**src/rtl/pfla_pkg.sv**
```systemverilog
// ----------------------------------------------------------------------------
// pfla_pkg
// Shared types and constants for the free-list page allocator.
// ----------------------------------------------------------------------------
package pfla_pkg;

  localparam int ADDR_W     = 28;
  localparam int PAGE_SHIFT = 12;
  localparam int PN_W       = ADDR_W - PAGE_SHIFT;  // page number width
  localparam int SIZE_W     = 29;
  localparam int CNT_W      = SIZE_W - PAGE_SHIFT;  // page count width
  localparam int CFG_IDX_W  = 2;

  localparam logic [ADDR_W-1:0] PROT_LIMIT_RST   = 28'h0210000;
  localparam logic [ADDR_W-1:0] KERNEL_START_RST = 28'h0100000;
  localparam logic [ADDR_W-1:0] KERNEL_END_RST   = 28'h01FFFFF;

  typedef enum logic [CFG_IDX_W-1:0] {
    CFG_PROT_LIMIT   = 2'd0,
    CFG_KERNEL_START = 2'd1,
    CFG_KERNEL_END   = 2'd2
  } cfg_idx_t;

  typedef enum logic [1:0] {
    ACT_ADD_REGION = 2'd0,
    ACT_FREE       = 2'd1,
    ACT_ALLOC      = 2'd2,
    ACT_NOP        = 2'd3
  } action_t;

  typedef enum logic [1:0] {
    ST_IDLE,
    ST_SWEEP,
    ST_ALLOC_RD,
    ST_FINISH
  } state_t;

  typedef struct packed {
    logic [ADDR_W-1:0] prot_limit;
    logic [ADDR_W-1:0] kernel_start;
    logic [ADDR_W-1:0] kernel_end;
  } pfla_cfg_t;

endpackage

```
**src/rtl/pfla_page_check.sv**
```systemverilog
// ----------------------------------------------------------------------------
// pfla_page_check
// Compare unit: decides whether a page number may go on the free list.
// ----------------------------------------------------------------------------
module pfla_page_check
  import pfla_pkg::*;
(
  input  logic [PN_W-1:0] page_num,
  input  pfla_cfg_t       cfg,
  output logic            page_ok
);

  logic [ADDR_W-1:0] addr;
  logic              in_kernel;

  assign addr      = {page_num, {PAGE_SHIFT{1'b0}}};
  assign in_kernel = (addr >= cfg.kernel_start) && (addr <= cfg.kernel_end);
  assign page_ok   = (page_num != '0) && (addr > cfg.prot_limit) && !in_kernel;

endmodule

```
**config.mk**
```make
export PLATFORM = sky130hd
export DESIGN_NAME = pfla_page_check
export DESIGN_NICKNAME = d
export VERILOG_FILES = /design/src/rtl/pfla_pkg.sv /design/src/rtl/pfla_page_check.sv
export SDC_FILE = /design/constraint.sdc
export NUM_CORES = 1
export LEC_CHECK = 0
export BUFFER_PORTS_ARGS = -buffer_cell sky130_fd_sc_hd__clkbuf_2
export CORE_AREA = 4 4 56 70
export DETAILED_ROUTE_END_ITERATION = 12
export DIE_AREA = 0 0 60 74
export PLACE_DENSITY = 0.94
export SETUP_SLACK_MARGIN = 0.5
export SYNTH_ARGS = -nofsm -noshare
export SYNTH_HDL_FRONTEND = slang
export SYNTH_SLANG_ARGS = --single-unit
```
**constraint.sdc**
```tcl
create_clock -name vclk -period 1.9
set_input_delay 0.095 -clock vclk [all_inputs]
set_output_delay 0.095 -clock vclk [all_outputs]
set_load 0.05 [all_outputs]
```
== Word level (Yosys, flattened, before mapping) ==
Cells that the tools add are included.
Storage, ports and cells
  flip-flop bits (word level): 0
  word-level logic and storage cells: 8
Operators by class
  magnitude comparators: 3
  reduce and logical (&&, ||, !) cells: 5
Operator list (count)
  28-bit >= comparator: 1
  28-bit greater-than comparator: 1
  28-bit less-or-equal comparator: 1
  16-bit nonzero test: 1
  1-bit logical AND: 3
  1-bit logical NOT: 1

== Depth between registers and ports, before layout ==
  depth in word-level cells: 4
  depth in mapped cells: 7
  mapped depth without buffers: 7

== Worst setup path before layout ==
OpenSTA, ideal clock, no wires.
  kind: input to output
  start: input port cfg[25] (netlist bit)
  end: output port page_ok
  path buffers: 0
  cell stages on the path: 7
  data required time: 1805 ps
  setup slack: -57 ps
  arrival time: 1862 ps
  path through: inv_1 -> ha_1 -> nand4_2 -> nor4_4 -> a221o_1 -> a22oi_2 -> a211oi_2
Between the ends
  cells in the longest elaborated chain, start to end: 4
Ends and longest elaborated chain
  start, declared: RTL line pfla_page_check.sv:9  | input pfla_cfg_t cfg,
  28-bit less-or-equal comparator: RTL line pfla_page_check.sv:17  | assign in_kernel = (addr >= cfg.kernel_start) && (addr <= cfg.kernel_end);
  1-bit logical AND: RTL line pfla_page_check.sv:17
  1-bit logical NOT: RTL line pfla_page_check.sv:18  | assign page_ok = (page_num != '0) && (addr > cfg.prot_limit) && !in_kernel;
  1-bit logical AND: RTL line pfla_page_check.sv:18
  end, declared: RTL line pfla_page_check.sv:10  | output logic page_ok
No other way between the ends.

== Final worst setup path ==
  start: input port page_num[13]
  end: output port page_ok
Between the ends
  cells in the longest elaborated chain, start to end: 4
  elaborated cells on any way between the ends: 8
Ends and longest elaborated chain
  start, declared: RTL line pfla_page_check.sv:8  | input logic [PN_W-1:0] page_num,
  28-bit >= comparator or 28-bit less-or-equal comparator (tied branches): RTL line pfla_page_check.sv:17
  1-bit logical AND: RTL line pfla_page_check.sv:17
  1-bit logical NOT: RTL line pfla_page_check.sv:18
  1-bit logical AND *: RTL line pfla_page_check.sv:18
Every way passes the cells marked *; elsewhere a longest branch is shown, timed or not.

==> results.sh <==
export IMPL_cp_end_kind="output port"
export IMPL_viasPerCell=5.21
export IMPL_ir_drop_v=0.000147
export IMPL_io_buffers=101
export IMPL_min_period_ns=1.83
export IMPL_die_w_um=60
export IMPL_cts_hold_buf=0
export IMPL_cp_start_kind="primary input"
export IMPL_grt_use_total_pct=20.5
export IMPL_grt_busiest_layer="met2"
export IMPL_drt_iter0_markers=28
export IMPL_power_leakage_uw=0.00133
export IMPL_ys_seq_area_share_pct=0
export IMPL_holdWs_ns=0.862
export IMPL_crit_type="in -> out"
export IMPL_worst_path_max_fanout=4
export IMPL_finalCoreUtilization_pct=68.2
export IMPL_cp_required_ns=1.80
export IMPL_vias=1749
export IMPL_setup_violations=0
export IMPL_crit_slowest_cell="nor4_4"
export IMPL_totalWireLength_mm=4.43
export IMPL_synth_avg_cell_area_um2=7.38
export IMPL_p_per_area_nw_per_um2=211
export IMPL_use_met3_pct=1.56
export IMPL_yosysWarnings=0
export IMPL_wl_per_cell_um=13.2
export IMPL_num_rows=23
export IMPL_post_place_ws_ns=-0.0789
export IMPL_gp_congestion=0.815
export IMPL_die_h_um=74
export IMPL_drc_errors=0
export IMPL_grt_pass1_wl_mm=7.37
export IMPL_layout_common_cells="clkbuf_2, inv_1, ha_1, a21oi_1, buf_4"
export IMPL_layout_drive_gt1_share_pct=45.5
export IMPL_worst_slack_ns=0.0748
export IMPL_grt_max_degree=5
export IMPL_num_nets_final=449
export IMPL_slowest_delay_ns=0.34
export IMPL_grt_pass1_vias=1836
export IMPL_final_common_cell="clkbuf_2"
export IMPL_final_seq_area_um2=0
export IMPL_ant_nets=0
export IMPL_synthesis_nets=333
export IMPL_hpwl_mm=4.00
export IMPL_dieArea_um2=4440
export IMPL_rsz0062_at_grt="yes"
export IMPL_max_slew_margin_pct=68.8
export IMPL_area_delta_synth_final_pct=61.0
export IMPL_drv_slew=0
export IMPL_power_uw=464
export IMPL_met1_usage_pct=23.7
export IMPL_antenna_found_initial=0
export IMPL_n_clock_buffer=0
export IMPL_synth_cell_types=31
export IMPL_fill_cells=282
export IMPL_netlist_area_um2=1370
export IMPL_synthCells=185
export IMPL_critPathArrivalTime_ns=1.73
export IMPL_diodes=0
export IMPL_worst_slew_pin_slew_ns=0.462
export IMPL_dr_pass1_iters=4
export IMPL_outcome="completed"
export IMPL_met2_usage_pct=41.3
export IMPL_grt_overflow=0
export IMPL_fin_cells=336
export IMPL_io_pins=101
export IMPL_max_clock_freq_ghz=0.548
export IMPL_cp_cell_sequence="clkbuf_8 -> ha_4 -> nand4_4 -> nor4_4 -> a221o_1 -> a22oi_2 -> a211oi_4 -> buf_8"
export IMPL_core_area_um2=3220
export IMPL_finalCritPeriodShare_pct=96.1
export IMPL_finalHoldViolCount=0
export IMPL_seq_cell_count=0
export IMPL_hold_class="in -> out"
export IMPL_max_cap_viol_count=0
export IMPL_start_util_pct=42.4
export IMPL_dp_cells=334
==> repair_timing <==
item                                    CTS  global route
setup buffers                             2             0
gates resized for setup                  16             1
endpoints found under the setup margin    1             1
pin swaps                                11             1
==> worst paths after layout <==
check,start,end,slack [ns],cells past startpoint
worst min-delay path,cfg[55],page_ok,0.86,7
worst max-delay path,page_num[13],page_ok,0.07,8
==> per-layer routing <==
metal | part of all wire [%] | up-vias
met4 | 0.34 | 0
met1 | 38 | 776
li1 | - | 902
met5 | 0 | -
met2 | 54 | 69
met3 | 7.8 | 2
==> critical path, delay by kind of cell <==
kind | cells | cell delay, ns
buffers and inverters | 2 | 0.30
AOI/OAI and AO/OA | 3 | 0.57
adders and majority gates | 1 | 0.28
and+or+nand+nor | 2 | 0.47
==> synth_stat cells <==
cell | number | area, µm²
nand4b_1 | 1 | 8.76
inv_1 | 52 | 195
nand2_1 | 12 | 45.0
a221oi_1 | 1 | 8.76
and4_1 | 2 | 17.5
nand4_2 | 1 | 12.5
a21oi_1 | 16 | 80.1
o211ai_1 | 1 | 7.51
nor3_1 | 1 | 5.00
a211o_1 | 1 | 8.76
a311o_1 | 1 | 10.0
a31oi_1 | 1 | 6.26
o21ai_0 | 3 | 15.0
a221o_1 | 1 | 10.0
nor4_4 | 1 | 21.3
o21a_1 | 2 | 15.0
nor2_2 | 1 | 6.26
and4b_1 | 2 | 20.0
a22oi_2 | 1 | 12.5
a21o_1 | 7 | 52.6
o221ai_1 | 2 | 17.5
o21bai_1 | 1 | 7.51
nand4_1 | 6 | 37.5
a211oi_2 | 1 | 12.5
nand3_1 | 4 | 20.0
or4_4 | 1 | 11.3
nor4_1 | 9 | 56.3
nor4b_1 | 3 | 26.3
a41oi_1 | 1 | 8.76
ha_1 | 48 | 601
o41ai_1 | 1 | 8.76
==> through the flow <==
stage	area [µm²]	setup TNS, ns
final	2200	0
after global routing	2200	-0.00685
after CTS	2200	0
after detailed placement	2070	-0.0789
after global placement	2070	-0.0433
after floorplan	1440	0
==> report_power, final <==
| group | total [µW] | internal (µW) | switching [µW] |
|---|---|---|---|
| sequential | 0 | 0 | 0 |
| combinational | 464 | 244 | 219 |
| clock | 0 | 0 | 0 |
==> layout make-up <==
class                           count  area [µm²]  share of cell area (%)
Multi-Input combinational cell    133        1300                    59.0
Timing Repair Buffer              114         642                    29.2
Tap cell                           37        46.3                    2.11
Inverter                           52         213                    9.68
==> logic make-up after synthesis <==
group	synth area share (%)
buf+inv	14.3
compound gates	20.6
simple gates	21.1
fa+ha+maj	44.0
(Power assumes the default switching activity.)
